==> src/rtl/fpba_pkg.sv <==
// ----------------------------------------------------------------------------
// fpba_pkg: shared types and constants of the fit-policy block allocator
// Table geometry, status codes, fit styles, request and entry types, sequencer states and region sizing.
// ----------------------------------------------------------------------------
`default_nettype none

package fpba_pkg;

  localparam int unsigned MaxBlocks   = 64;
  localparam int unsigned IdxW        = $clog2(MaxBlocks);
  localparam int unsigned CntW        = $clog2(MaxBlocks + 1);
  localparam int unsigned HeaderBytes = 16;
  localparam int unsigned AlignBytes  = 8;
  localparam int unsigned PageBytes   = 4096;
  localparam int unsigned AddrW       = 20;
  localparam int unsigned SizeW       = 21;
  localparam int unsigned EntryW      = AddrW + SizeW + 1;
  localparam int unsigned QDepth      = 2;

  localparam logic [SizeW-1:0] SpaceLimit = SizeW'(1 << AddrW);
  localparam logic [SizeW-1:0] RegionMax  = SizeW'(((1 << AddrW) / PageBytes) * PageBytes);
  localparam int unsigned      PageShift  = $clog2(PageBytes);
  localparam int unsigned      AlignShift = $clog2(AlignBytes);

  typedef enum logic [2:0] {
    ST_OK          = 3'd0,
    ST_NO_SPACE    = 3'd1,
    ST_BAD_POINTER = 3'd2,
    ST_BAD_ARG     = 3'd3,
    ST_TABLE_FULL  = 3'd4
  } status_e;

  typedef enum logic [1:0] {
    FIT_BEST  = 2'd0,
    FIT_WORST = 2'd1,
    FIT_FIRST = 2'd2,
    FIT_NONE  = 2'd3
  } fit_e;

  // classified request passed from front to back
  typedef struct packed {
    logic             is_free;
    logic             bad_arg;
    fit_e             fit;
    logic [SizeW-1:0] need;
    logic [AddrW-1:0] free_addr;
  } req_t;

  typedef struct packed {
    logic [AddrW-1:0] start;
    logic [SizeW-1:0] total;
    logic             is_free;
  } entry_t;

  typedef enum logic [3:0] {
    S_IDLE,
    S_SCAN_RD,
    S_SCAN,
    S_SHIFT_RD,
    S_SHIFT_WR,
    S_FIX,
    S_NB_RD,
    S_NB,
    S_MERGE,
    S_DONE
  } state_e;

  // round region size up to a page, clamp to legal range
  function automatic logic [SizeW-1:0] region_size(input logic [SizeW-1:0] v);
    logic [SizeW:0] r;
    begin
      r = ({1'b0, v} + (SizeW+1)'(PageBytes - 1)) >> PageShift << PageShift;
      if (r == '0) r = (SizeW+1)'(PageBytes);
      if (r > {1'b0, RegionMax}) r = {1'b0, RegionMax};
      region_size = r[SizeW-1:0];
    end
  endfunction

endpackage

`default_nettype wire

==> src/rtl/fpba_ram.sv <==
// ----------------------------------------------------------------------------
// fpba_ram: generic single-port-write, one-read RAM
// One write port and one read port with registered read data.
// ----------------------------------------------------------------------------
`default_nettype none

module fpba_ram #(
  parameter int unsigned Width = 8,
  parameter int unsigned Depth = 16
) (
  input  wire logic                     clk_i,
  input  wire logic                     we_i,
  input  wire logic [$clog2(Depth)-1:0] waddr_i,
  input  wire logic [Width-1:0]         wdata_i,
  input  wire logic [$clog2(Depth)-1:0] raddr_i,
  output logic      [Width-1:0]         rdata_o
);

  logic [Width-1:0] mem_q [Depth];

  always_ff @(posedge clk_i) begin
    if (we_i) mem_q[waddr_i] <= wdata_i;
    rdata_o <= mem_q[raddr_i];
  end

endmodule

`default_nettype wire

==> src/rtl/fpba_front.sv <==
// ----------------------------------------------------------------------------
// fpba_front: request intake and classification
// Checks arguments, rounds the size, and queues descriptors for the back end.
// ----------------------------------------------------------------------------
`default_nettype none

module fpba_front (
  input  wire logic            clk_i,
  input  wire logic            rst_ni,
  input  wire logic            s_axis_tvalid,
  output logic                 s_axis_tready,
  input  wire logic [47:0]     s_axis_tdata,
  input  wire logic            s_axis_tuser,
  output logic                 req_valid_o,
  input  wire logic            req_pop_i,
  output fpba_pkg::req_t       req_o
);
  import fpba_pkg::*;

  logic [SizeW-1:0] req_bytes;
  logic [1:0]       fit_raw;
  logic [AddrW-1:0] free_addr;
  logic [SizeW:0]   rounded;
  req_t             cls;
  req_t             q_q [QDepth];
  logic [$clog2(QDepth)-1:0] wp_q, rp_q;
  logic [$clog2(QDepth+1)-1:0] cnt_q;
  logic push;

  assign req_bytes = s_axis_tdata[SizeW-1:0];
  assign fit_raw   = s_axis_tdata[SizeW+1:SizeW];
  assign free_addr = s_axis_tdata[SizeW+2+AddrW-1:SizeW+2];

  // classify
  always_comb begin
    rounded       = ({1'b0, req_bytes} + (SizeW+1)'(AlignBytes - 1)) >> AlignShift << AlignShift;
    cls.is_free   = s_axis_tuser;
    cls.bad_arg   = (req_bytes == '0) || (req_bytes > SpaceLimit) || (fit_raw == FIT_NONE);
    cls.fit       = fit_e'(fit_raw);
    cls.need      = SizeW'(rounded + (SizeW+1)'(HeaderBytes));
    cls.free_addr = free_addr;
  end

  assign s_axis_tready = (cnt_q != QDepth[$clog2(QDepth+1)-1:0]);
  assign push          = s_axis_tvalid && s_axis_tready;
  assign req_valid_o   = (cnt_q != '0);
  assign req_o         = q_q[rp_q];

  // descriptor queue
  always_ff @(posedge clk_i or negedge rst_ni) begin
    if (!rst_ni) begin
      wp_q  <= '0;
      rp_q  <= '0;
      cnt_q <= '0;
    end else begin
      if (push) wp_q <= wp_q + 1'b1;
      if (req_pop_i) rp_q <= rp_q + 1'b1;
      cnt_q <= cnt_q + (push ? 1'b1 : 1'b0) - (req_pop_i ? 1'b1 : 1'b0);
    end
  end

  always_ff @(posedge clk_i) begin
    if (push) q_q[wp_q] <= cls;
  end

endmodule

`default_nettype wire

==> src/rtl/fpba_back.sv <==
// ----------------------------------------------------------------------------
// fpba_back: table sequencer
// Scans the block table in RAM, splits, marks, merges and reports a result.
// ----------------------------------------------------------------------------
`default_nettype none

module fpba_back (
  input  wire logic                   clk_i,
  input  wire logic                   rst_ni,
  input  wire logic                   cfg_we_i,
  input  wire logic [20:0]            cfg_wdata_i,
  input  wire logic                   req_valid_i,
  output logic                        req_pop_o,
  input  wire fpba_pkg::req_t         req_i,
  output logic                        m_axis_tvalid,
  input  wire logic                   m_axis_tready,
  output logic [23:0]                 m_axis_tdata
);
  import fpba_pkg::*;

  state_e state_q, state_d;
  req_t   r_q;
  logic [CntW-1:0] count_q;
  logic [IdxW-1:0] i_q, pick_q;
  logic            found_q, hit_q;
  entry_t          pe_q, ce_q;
  logic [SizeW-1:0] rem_q;
  logic            split_q, mrgl_q;
  logic [AddrW-1:0] addr_q;
  status_e         stat_q;
  logic            ov_q;
  logic [23:0]     od_q;
  // table written as start/total/free per entry
  logic            we;
  logic [IdxW-1:0] wa, ra;
  entry_t          wd, rd;
  logic [SizeW-1:0] rgn_q;
  logic            last;
  logic            fit_ok, better;
  logic            init_q;
  // free merge bookkeeping
  logic            lmrg;
  logic [1:0]      nrm, dist_q;
  logic [CntW-1:0] cnt_new, dst;

  fpba_ram #(.Width(EntryW), .Depth(MaxBlocks)) u_tbl (
    .clk_i, .we_i(we), .waddr_i(wa), .wdata_i(wd), .raddr_i(ra), .rdata_o(rd)
  );

  assign last   = ({1'b0, i_q} + 1'b1) >= count_q;
  assign fit_ok = rd.is_free && (rd.total >= r_q.need);
  always_comb begin
    case (r_q.fit)
      FIT_BEST:  better = rd.total < pe_q.total;
      FIT_WORST: better = rd.total > pe_q.total;
      default:   better = 1'b0;
    endcase
  end

  // left neighbour (rd in S_MERGE) and entries removed by a free
  assign lmrg    = (i_q != '0) && rd.is_free;
  assign nrm     = {1'b0, lmrg} + {1'b0, hit_q};
  assign cnt_new = count_q - CntW'(nrm);
  assign dst     = lmrg ? CntW'(i_q) : CntW'(i_q) + 1'b1;

  // next state
  always_comb begin
    state_d = state_q;
    case (state_q)
      S_IDLE:
        if (!ov_q && req_valid_i) begin
          if (!req_i.is_free && req_i.bad_arg) state_d = S_DONE;
          else                                  state_d = S_SCAN_RD;
        end
      S_SCAN_RD: state_d = S_SCAN;
      S_SCAN: begin
        if (r_q.is_free) begin
          if (!rd.is_free && (rd.start + AddrW'(HeaderBytes) == r_q.free_addr))
            state_d = S_NB_RD;
          else if (last) state_d = S_DONE;
        end else if (fit_ok && (!found_q || r_q.fit == FIT_FIRST)) begin
          if (r_q.fit == FIT_FIRST || last) state_d = S_FIX;
        end else if (last) state_d = found_q ? S_FIX : S_DONE;
      end
      S_FIX: begin
        if (!split_q) state_d = S_DONE;
        else if (count_q >= CntW'(MaxBlocks)) state_d = S_DONE;
        else state_d = S_SHIFT_RD;
      end
      S_SHIFT_RD: state_d = S_SHIFT_WR;
      S_SHIFT_WR: begin
        if (mrgl_q) state_d = (({1'b0, i_q} + 1'b1) >= count_q) ? S_DONE : S_SHIFT_RD;
        else        state_d = (i_q == pick_q + 1'b1) ? S_DONE : S_SHIFT_RD;
      end
      S_NB_RD:    state_d = S_NB;
      S_NB:       state_d = S_MERGE;
      S_MERGE:
        state_d = ((nrm != 2'd0) && (dst < cnt_new)) ? S_SHIFT_RD : S_DONE;
      S_DONE:     if (!ov_q) state_d = S_IDLE;
      default:    state_d = S_IDLE;
    endcase
  end

  // outputs and datapath
  always_comb begin
    we = 1'b0; wa = i_q; wd = rd; ra = i_q; req_pop_o = 1'b0;
    case (state_q)
      S_IDLE: begin
        ra = '0;
        req_pop_o = !ov_q && req_valid_i;
      end
      S_SCAN: ra = i_q + 1'b1;
      S_FIX: begin
        // mark the picked entry used unless a split finds the table full; the tail piece goes in by the shift
        we = !(split_q && count_q >= CntW'(MaxBlocks)); wa = pick_q;
        wd = '{start: pe_q.start, total: split_q ? r_q.need : pe_q.total, is_free: 1'b0};
        ra = i_q - 1'b1;
      end
      S_SHIFT_RD: ra = mrgl_q ? i_q + IdxW'(dist_q) : i_q - 1'b1;
      S_SHIFT_WR: begin
        we = 1'b1; wa = i_q; wd = rd;
        if (!mrgl_q && i_q == pick_q + 1'b1) begin
          wd = '{start: pe_q.start + AddrW'(r_q.need), total: rem_q, is_free: 1'b1};
        end
      end
      S_NB_RD: ra = i_q + 1'b1;
      S_NB:    ra = i_q - 1'b1;
      S_MERGE: begin
        we = 1'b1;
        if (lmrg) begin
          wa = i_q - 1'b1;
          wd = '{start: rd.start, total: rd.total + ce_q.total, is_free: 1'b1};
        end else begin
          wa = i_q;
          wd = ce_q;
        end
      end
      default: ;
    endcase
    // rebuild entry 0 after reset or a region write
    if (init_q) begin
      we = 1'b1;
      wa = '0;
      wd = '{start: '0, total: rgn_q, is_free: 1'b1};
    end
  end

  // sequencer registers
  always_ff @(posedge clk_i or negedge rst_ni) begin
    if (!rst_ni) begin
      state_q <= S_IDLE;
      count_q <= CntW'(1);
      ov_q    <= 1'b0;
      rgn_q   <= SizeW'(PageBytes);
    end else begin
      state_q <= state_d;
      if (m_axis_tvalid && m_axis_tready) ov_q <= 1'b0;
      if (state_q == S_DONE && !ov_q) ov_q <= 1'b1;
      if (cfg_we_i) begin
        count_q <= CntW'(1);
        rgn_q   <= region_size(cfg_wdata_i);
      end else if (state_q == S_FIX && split_q && count_q < CntW'(MaxBlocks)) begin
        count_q <= count_q + 1'b1;
      end else if (state_q == S_MERGE) begin
        count_q <= cnt_new;
      end
    end
  end

  // request to write entry 0 after reset or configuration, registered from cfg_we_i
  always_ff @(posedge clk_i or negedge rst_ni) begin
    if (!rst_ni) init_q <= 1'b1;
    else         init_q <= cfg_we_i;
  end

  // working registers
  always_ff @(posedge clk_i) begin
    case (state_q)
      S_IDLE: begin
        r_q <= req_i; i_q <= '0; found_q <= 1'b0; mrgl_q <= 1'b0;
        addr_q <= '0;
        stat_q <= (!req_i.is_free && req_i.bad_arg) ? ST_BAD_ARG :
                  (req_i.is_free ? ST_BAD_POINTER : ST_NO_SPACE);
      end
      S_SCAN: begin
        if (r_q.is_free) begin
          ce_q <= '{start: rd.start, total: rd.total, is_free: 1'b1};
          pick_q <= i_q;
        end else if (fit_ok && (!found_q || better)) begin
          found_q <= 1'b1; pick_q <= i_q; pe_q <= rd;
          rem_q <= rd.total - r_q.need;
          split_q <= (rd.total - r_q.need) > SizeW'(HeaderBytes);
        end
        if (r_q.is_free && !rd.is_free && (rd.start + AddrW'(HeaderBytes) == r_q.free_addr))
          stat_q <= ST_OK;
        else i_q <= i_q + 1'b1;
      end
      S_FIX: begin
        if (split_q && count_q >= CntW'(MaxBlocks)) stat_q <= ST_TABLE_FULL;
        else begin
          stat_q <= ST_OK;
          addr_q <= pe_q.start + AddrW'(HeaderBytes);
        end
        i_q <= IdxW'(count_q);
      end
      S_SHIFT_WR: i_q <= mrgl_q ? i_q + 1'b1 : i_q - 1'b1;
      S_NB_RD: ;
      S_NB: begin
        // right neighbour (rd) merge
        hit_q <= (({1'b0, i_q} + 1'b1) < count_q) && rd.is_free;
        if ((({1'b0, i_q} + 1'b1) < count_q) && rd.is_free)
          ce_q.total <= ce_q.total + rd.total;
      end
      S_MERGE: begin
        // close the gap left by merged entries
        i_q    <= IdxW'(dst);
        dist_q <= nrm;
        mrgl_q <= 1'b1;
      end
      default: ;
    endcase
  end

  // result register
  always_ff @(posedge clk_i) begin
    if (state_q == S_DONE && !ov_q) od_q <= {1'b0, stat_q, addr_q};
  end
  assign m_axis_tvalid = ov_q;
  assign m_axis_tdata  = od_q;

endmodule

`default_nettype wire

==> src/rtl/fit_policy_block_allocator_core.sv <==
// ----------------------------------------------------------------------------
// fit_policy_block_allocator_core: first/best/worst fit block allocator
// Front end classifies requests, back end sequences the block table.
// ----------------------------------------------------------------------------
// Requests enter a two-entry queue and the back end serves one at a time, one
// result transfer each; the next request starts only after that result has
// been transferred. With N the block count (at most 64), an allocate picks up
// the request, primes the table read, scans up to N entries (first fit stops
// at the first fitting block), updates the picked entry, moves entries up on
// a split with a read and a write each, and loads the result. A free scans
// until it hits, reads both neighbors and merges, moves entries down, and
// loads the result. A bad allocate argument goes straight to the result.
`default_nettype none

module fit_policy_block_allocator_core (
  input  wire logic        clk_i,
  input  wire logic        rst_ni,
  input  wire logic        cfg_we_i,
  input  wire logic [20:0] cfg_wdata_i,   // region_bytes
  input  wire logic        s_axis_tvalid,
  output logic             s_axis_tready,
  input  wire logic [47:0] s_axis_tdata,  // request_bytes, fit_style, free_address
  input  wire logic        s_axis_tuser,  // mode
  output logic             m_axis_tvalid,
  input  wire logic        m_axis_tready,
  output logic [23:0]      m_axis_tdata   // address, status
);
  import fpba_pkg::*;

  req_t req;
  logic req_valid, req_pop;

  fpba_front u_front (
    .clk_i, .rst_ni, .s_axis_tvalid, .s_axis_tready, .s_axis_tdata, .s_axis_tuser,
    .req_valid_o(req_valid), .req_pop_i(req_pop), .req_o(req)
  );

  fpba_back u_back (
    .clk_i, .rst_ni, .cfg_we_i, .cfg_wdata_i, .req_valid_i(req_valid), .req_pop_o(req_pop),
    .req_i(req), .m_axis_tvalid, .m_axis_tready, .m_axis_tdata
  );

endmodule

`default_nettype wire

==> config.mk <==
export PLATFORM = sky130hd
export DESIGN_NAME = fit_policy_block_allocator_core
export DESIGN_NICKNAME = d
export VERILOG_FILES = /design/src/rtl/fpba_pkg.sv /design/src/rtl/fpba_ram.sv /design/src/rtl/fpba_front.sv /design/src/rtl/fpba_back.sv /design/src/rtl/fit_policy_block_allocator_core.sv
export SDC_FILE = /design/constraint.sdc
export NUM_CORES = 2
export LEC_CHECK = 0
export BUFFER_PORTS_ARGS = -buffer_cell sky130_fd_sc_hd__buf_2
export CAP_MARGIN = 20
export CORE_ASPECT_RATIO = 1.2
export CORE_MARGIN = 8
export CORE_UTILIZATION = 55
export DETAILED_ROUTE_END_ITERATION = 10
export GPL_TIMING_DRIVEN = 0
export PLACE_DENSITY = 0.73
export SYNTH_ARGS = -nofsm -noshare
export SYNTH_HDL_FRONTEND = slang
export SYNTH_SLANG_ARGS = --single-unit
export TNS_END_PERCENT = 1
==> constraint.sdc <==
create_clock -name clk_i -period 7.83 [get_ports clk_i]
set_clock_uncertainty 0.15 [all_clocks]
set_input_delay 0 -clock clk_i [delete_from_list [all_inputs] [get_ports clk_i]]
set_output_delay 0 -clock clk_i [all_outputs]
set_load 0.02 [all_outputs]
Yosys cells after proc, flatten, opt, wreduce, memory -nomap -nowiden
Memory sizes are Yosys's and may differ from the RTL's. A register that Yosys moved wholly into a read port is not among the register bits. Cells that the tools add are included.

Output and inout bits: 26. Memories kept: 2. Logic and storage cells: 210. Register bits: 249. Input port bits: 75. Bits in writable memories: 2778.

Memories: u_back.u_tbl.mem_q (words 64, width 42, read ports 1, clocked after memory_dff 1, wr ports 1, line fpba_ram.sv:19) `logic [Width-1:0] mem_q [Depth];`; u_front.q_q (words 2, width 45, read ports 1, clocked after memory_dff 0, wr ports 1, line fpba_front.sv:25) `req_t q_q [QDepth];`.

Reduce and logical (&&, ||, !) cells: 57. $lt $le $gt $ge: 11. Add/subtract/negate cells: 20. Equality and inequality tests: 27. Mux-type cells: 65. Bitwise logic cells: 1.

Operators by type and width (number): 42-bit 2-to-1 mux (3); 42-bit one-hot mux with 3 select lines (1); 22-bit 2-to-1 mux (3); 4-bit 2-to-1 mux (16); 21-bit 2-to-1 mux (3); 6-bit 2-to-1 mux (7); 21-bit one-hot mux with 2 select lines (1); 20-bit by 5-bit adder with 20-bit output (second input constant) (2); 20-bit one-hot mux with 2 select lines (1); 4-bit one-hot mux with 10 select lines (1); 6-bit one-hot mux with 5 select lines (1); 7-bit 2-to-1 mux (4); 6-bit one-hot mux with 4 select lines (1); 21-bit by 12-bit adder with 22-bit output (second input constant) (1); 22-bit by 21-bit greater-than comparator with 1-bit output (second input constant) (1); 22-bit zero test (1); 21-bit adder (1); 21-bit by 3-bit adder with 21-bit output (second input constant) (1); 21-bit by 5-bit adder with 21-bit output (second input constant) (1); 21-bit greater-or-equal comparator (1); 21-bit greater-than comparator (1); 21-bit greater-than comparator (second input constant) (1); 21-bit by 5-bit greater-than comparator with 1-bit output (second input constant) (1); 21-bit zero test (1); other kinds (51) (126).

Longest topological paths before layout
Word-level depth: 8. Gate-level depth with buffers: 21. Depth with buffers taken out: 18.

By module
From an unflattened synthesis, not the netlist that was laid out.

Cell total of the unflattened synthesis: 6213. Area, all modules: 122971.7 sq um.

By module, submodules not included: fpba_ram (cells each 4352, instances 1, area each 103351.6 sq um); fpba_back (cells each 1606, instances 1, area each 15682.5 sq um); fpba_front (cells each 255, instances 1, area each 3937.5 sq um).

Worst setup path before layout
No wires, ideal clock.

Path type: register to register. Start point: reg u_back.i_q[0]. End point: mem u_back.u_tbl.mem_q[0][38] in the netlist's numbering, data pin. Arrival: 5.374 ns. Period minus slack after synthesis: 6.252 ns. Cell stages (with the launch flop): 12. Required time: 6.951 ns. Setup slack: 1.578 ns. Path buffers: 3. Cells stage by stage: edfxtp_1 -> clkbuf_1 -> inv_1 -> ha_1 -> or3b_1 -> o31a_1 -> buf_2 -> nor2_1 -> clkbuf_1 -> a221o_1 -> nor2_1 -> o32ai_1.

Word-level cells in the longest chain between the ends: 5. Elaborated cells on any way between the ends: 8. Classes of those cells: eq/ne: 1; mux: 4; reduce/logical: 3.

Ends and longest elaborated chain: start, declared (line fpba_back.sv:24) `logic [IdxW-1:0] i_q, pick_q;`; start signal, assigned (line fpba_back.sv:196) `else i_q <= i_q + 1'b1;`; start signal, assigned (line fpba_back.sv:204) `i_q <= IdxW'(count_q);`; start signal, assigned (line fpba_back.sv:206) `S_SHIFT_WR: i_q <= mrgl_q ? i_q + 1'b1 : i_q - 1'b1;`; 6-bit == test / 6-bit nonzero test (equally long branches) (line fpba_back.sv:122, fpba_back.sv:61); 1-bit logical AND (on tied branches) (line fpba_back.sv:122, fpba_back.sv:61); 42-bit 2-to-1 mux (on tied branches) (line fpba_back.sv:122, fpba_back.sv:130); 42-bit one-hot mux with 3 select lines (*) (line fpba_back.sv:107) `case (state_q)`; 42-bit 2-to-1 mux (*) (line fpba_back.sv:141) `if (init_q) begin`; via u_back.u_tbl.wdata_i[38] (line fpba_ram.sv:14) `input wire logic [Width-1:0] wdata_i,`; end, declared (line fpba_ram.sv:19).

The timed path passes the listed nets; every way through them passes the cells marked *.

Final worst setup path
Start point: reg u_back.i_q[0]. End point: reg u_back.u_tbl.rdata_o[18] (read register of u_back.u_tbl.mem_q).

Word-level cells in the longest chain between the ends: 3. Elaborated cells on any way between the ends: 5. Classes of those cells: add/sub: 3; mux: 2.

Ends and longest elaborated chain: 6-bit by 1-bit subtractor with 6-bit output / 6-bit by 2-bit adder with 6-bit output (equally long branches) (line fpba_back.sv:117, fpba_back.sv:119, fpba_back.sv:127); 6-bit 2-to-1 mux (line fpba_back.sv:119) `S_SHIFT_RD: ra = mrgl_q ? i_q + IdxW'(dist_q) : i_q - 1'b1;`; 6-bit one-hot mux with 4 select lines (*) (line fpba_back.sv:107); end, declared (line fpba_ram.sv:16) `output logic [Width-1:0] rdata_o`.

Every way passes the cells marked *; elsewhere a longest branch is shown, timed or not. A chain may end at the register's enable or synchronous reset.

==> impl_metrics.json <==
{
  "outcome": "completed",
  "routabilityCongestion": 1.091,
  "ys_types": 87,
  "syn_area_per_cell_um2": 13.15,
  "wl_mm": 404.1,
  "drt_iter0_markers": 12670,
  "area_growth_pct": 15.65,
  "yosysWarnings": 0,
  "final_cell_count_no_fill": 13510,
  "cp-start-kind": "flip-flop",
  "cp.required_ps": 8330,
  "ys.flop_type": "edfxtp_1",
  "postCtsSetupBuffers": 0,
  "fin_crit_sh_pct": 97.54,
  "htreeDepth": 5,
  "yosysTopAreaCell": "edfxtp_1",
  "crit_arrival_ps": 8140,
  "gr-total-overflow": 0,
  "synth_top_area_share_pct": 71.42,
  "crit_fanout": 10,
  "clockBufferDepth": 4,
  "cts.sinks": 3045,
  "rows": 192,
  "start_util_pct": 55.08,
  "root_buffer": "clkbuf_16",
  "placeableCoreArea_mm2": 0.2273,
  "syn-cell-area_mm2": 0.1252,
  "max_clock_freq_ghz": 0.1309,
  "ys_seq_elements": 3045,
  "fin_crit_ps": 7637,
  "hp-class": "in -> async",
  "rsz0062_at_grt": "no",
  "syn_inst": 9516,
  "die_h_um": 538.6,
  "die_area_mm2": 0.2432,
  "cts_made_buffers": 294,
  "crit_type": "reg -> reg",
  "synth_edf_count": 2977,
  "tightest_slew_ps": 1497,
  "max_slew_margin_pct": 0.2238,
  "max_cap_viol_count": 0,
  "grt_use_met3_pct": 8.185,
  "grt_most_used_layer": "met2",
  "ys_seq_area_share_pct": 72.61,
  "synthTopCellsByArea": "edfxtp_1, nand2_1, nand3_1",
  "layout_common_cells": "edfxtp_1, nand2_1, nand3_1, clkbuf_1, clkbuf_16",
  "finalSetupViolations": 0,
  "met1_usage_pct": 38.06,
  "dpl.hpwl_mm": 282.9,
  "hold_violations": 0,
  "grt_max_degree": 65,
  "mostFrequentLayoutCell": "edfxtp_1",
  "grt_pass1_wl_mm": 572.6,
  "antenna_found_initial": 32,
  "io_pins": 101,
  "finalMaxSlewViolations": 0,
  "globalRouteMet2Util_pct": 50.19,
  "wl_per_cell_um": 29.91,
  "ant_nets": 0,
  "clkLatencyLatePin_ps": 860,
  "drive_gt1_share_pct": 9.470,
  "synthArstFlopShare_pct": 0.8539,
  "die_width_um": 451.5,
  "drc": 0,
  "grt_pass1_vias": 84860,
  "portBuffers": 94,
  "clkTransAtPathRegs_ps": 70,
  "fin_nets": 10430,
  "via_per_inst": 6.460,
  "placed_cells": 12810,
  "cp-end-kind": "flip-flop",
  "vias": 87280,
  "grt_usage_pct": 31.96,
  "synth_nets": 9698,
  "fill_cells": 16300,
  "first_pass_iters": 9,
  "cts_tree": "yes"
}
state kept, by name, indices dropped and copies added (netlist names), 2 cells and up:
name,flops
u_back.pick_q,6
u_back.stat_q,3
u_front.cnt_q,2
u_back.m_axis_tdata,23
u_back.u_tbl.rdata_o,42
u_back.i_q,6
u_back.count_q,7
u_back.r_q,41
u_back.pe_q,38
u_back.dist_q,2
u_back.ce_q,41
u_front.q_q,84
u_back.addr_q,20
u_back.rem_q,21
u_back.state_q,4
u_back.rgn_q,9
u_back.u_tbl.mem_q,2688
cell families (layout without fill, tap and decap cells):
family                   after synthesis  count (layout)  share of synthesized area [%]
flip-flops                          3045            3045                          72.61
multiplexers                         344             344                          2.803
XOR/XNOR                             142             142                         0.9936
AND/OR/NAND/NOR                     4003            4003                          13.80
AO/OA/AOI/OAI                       1169            1169                          6.474
buffers and inverters                704            1653                          2.211
adder cells (fa/ha/maj)              108             108                          1.108
other                                  1              39                       0.002996
synthesized netlist by cell type, types with 6 or more instances:
cell type  count
nor2_1       220
xor2_1        53
nor3_1        53
a31oi_1       52
o31ai_1        7
edfxtp_1    2977
nand4_1      105
inv_1        104
a211o_1       48
mux2_2        52
nand2_1     2326
a221oi_1      15
o21bai_1       9
a32oi_1      168
dfxtp_1       42
ha_1         102
buf_1         55
and2_1        15
a221o_1        8
and4_1         7
o211ai_1       9
or2_2          9
o21a_1        13
or4_1          6
buf_2         97
nand3_1     1129
a41oi_1       44
o21ai_1       13
or3_1         13
o21ai_0      181
a211oi_1      22
xnor2_1       89
and3_1        56
mux2i_1      292
a22oi_1       49
o22ai_1       15
a311oi_1      87
clkbuf_1     444
a222oi_1      11
a21oi_1      285
dfrtp_1       23
a21o_1        77
nand2b_1      16
nor2b_1       20
nor4_1         9
routing by layer:
| layer | wire length [um] | up-vias |
|---|---|---|
| li1 | - | 36910 |
| met1 | 136200 | 42870 |
| met2 | 184800 | 6075 |
| met3 | 45300 | 1413 |
| met4 | 37410 | 14 |
| met5 | 414 | - |
what timing repair did:
action,CTS,global route
gates resized for setup,0,0
endpoints found under the setup margin,0,0
hold buffers,136,0
endpoints found under the hold margin,215,0
final cells by class:
type	count	area (um^2)	share of cell area (%)
clock inverter	141	1210	0.8358
sequential	3045	90890	62.79
timing repair buffer	432	5544	3.830
tap	3007	3762	2.599
clock buffer	376	8056	5.565
inverter	107	401.6	0.2775
multi-input combinational	5767	32420	22.40
buffer	597	2376	1.641
antenna	38	95.09	0.06569
worst max-delay path, stage by stage (launching register included):
cell and delay, ps:
edfxtp_1 530, clkbuf_1 600, inv_1 110, ha_1 480, nor2b_1 200, o21ai_0 150
a21oi_1 130, nor2_2 410, buf_8 220, clkbuf_2 620, buf_1 1030, buf_1 520
nand3_1 140, a31oi_1 410, o21ai_0 240, a21oi_1 1190, o21ai_0 310
final timing paths:
kind	slack [ps]	startpoint	end	cells after the start
hold / removal	40	rst_ni	u_front.wp_q	4
setup / recovery	190	u_back.i_q[0]	u_back.u_tbl.rdata_o[18]	16
min in group clk_i	60	s_axis_tdata[19]	u_front.q_q[0][39]	4
max in group asynchronous	7250	rst_ni	u_back.init_q	4
hold reg to reg	270	u_back.addr_q[5]	u_back.m_axis_tdata[5]	0
setup reg to reg	190	u_back.i_q[0]	u_back.u_tbl.rdata_o[18]	16
per-stage QoR:
step,TNS [ps],utilization (%),setup WS [ps],instance area [um^2],hold WS (ps)
floorplan,0,-,1578,125200,-445.6
CTS,0,63.61,776.9,144600,2.523
detailed placement,0,58.93,780.9,133900,-90.15
global route,0,63.68,363.5,144700,83.62
finish,0,63.70,192.6,144800,42.10
global placement,-6733080,56.94,-6603,129400,-116.9
Power is left out: the tool's default activity adds up to more than one toggle a clock period on the data nets, which glitch-free logic cannot reach.
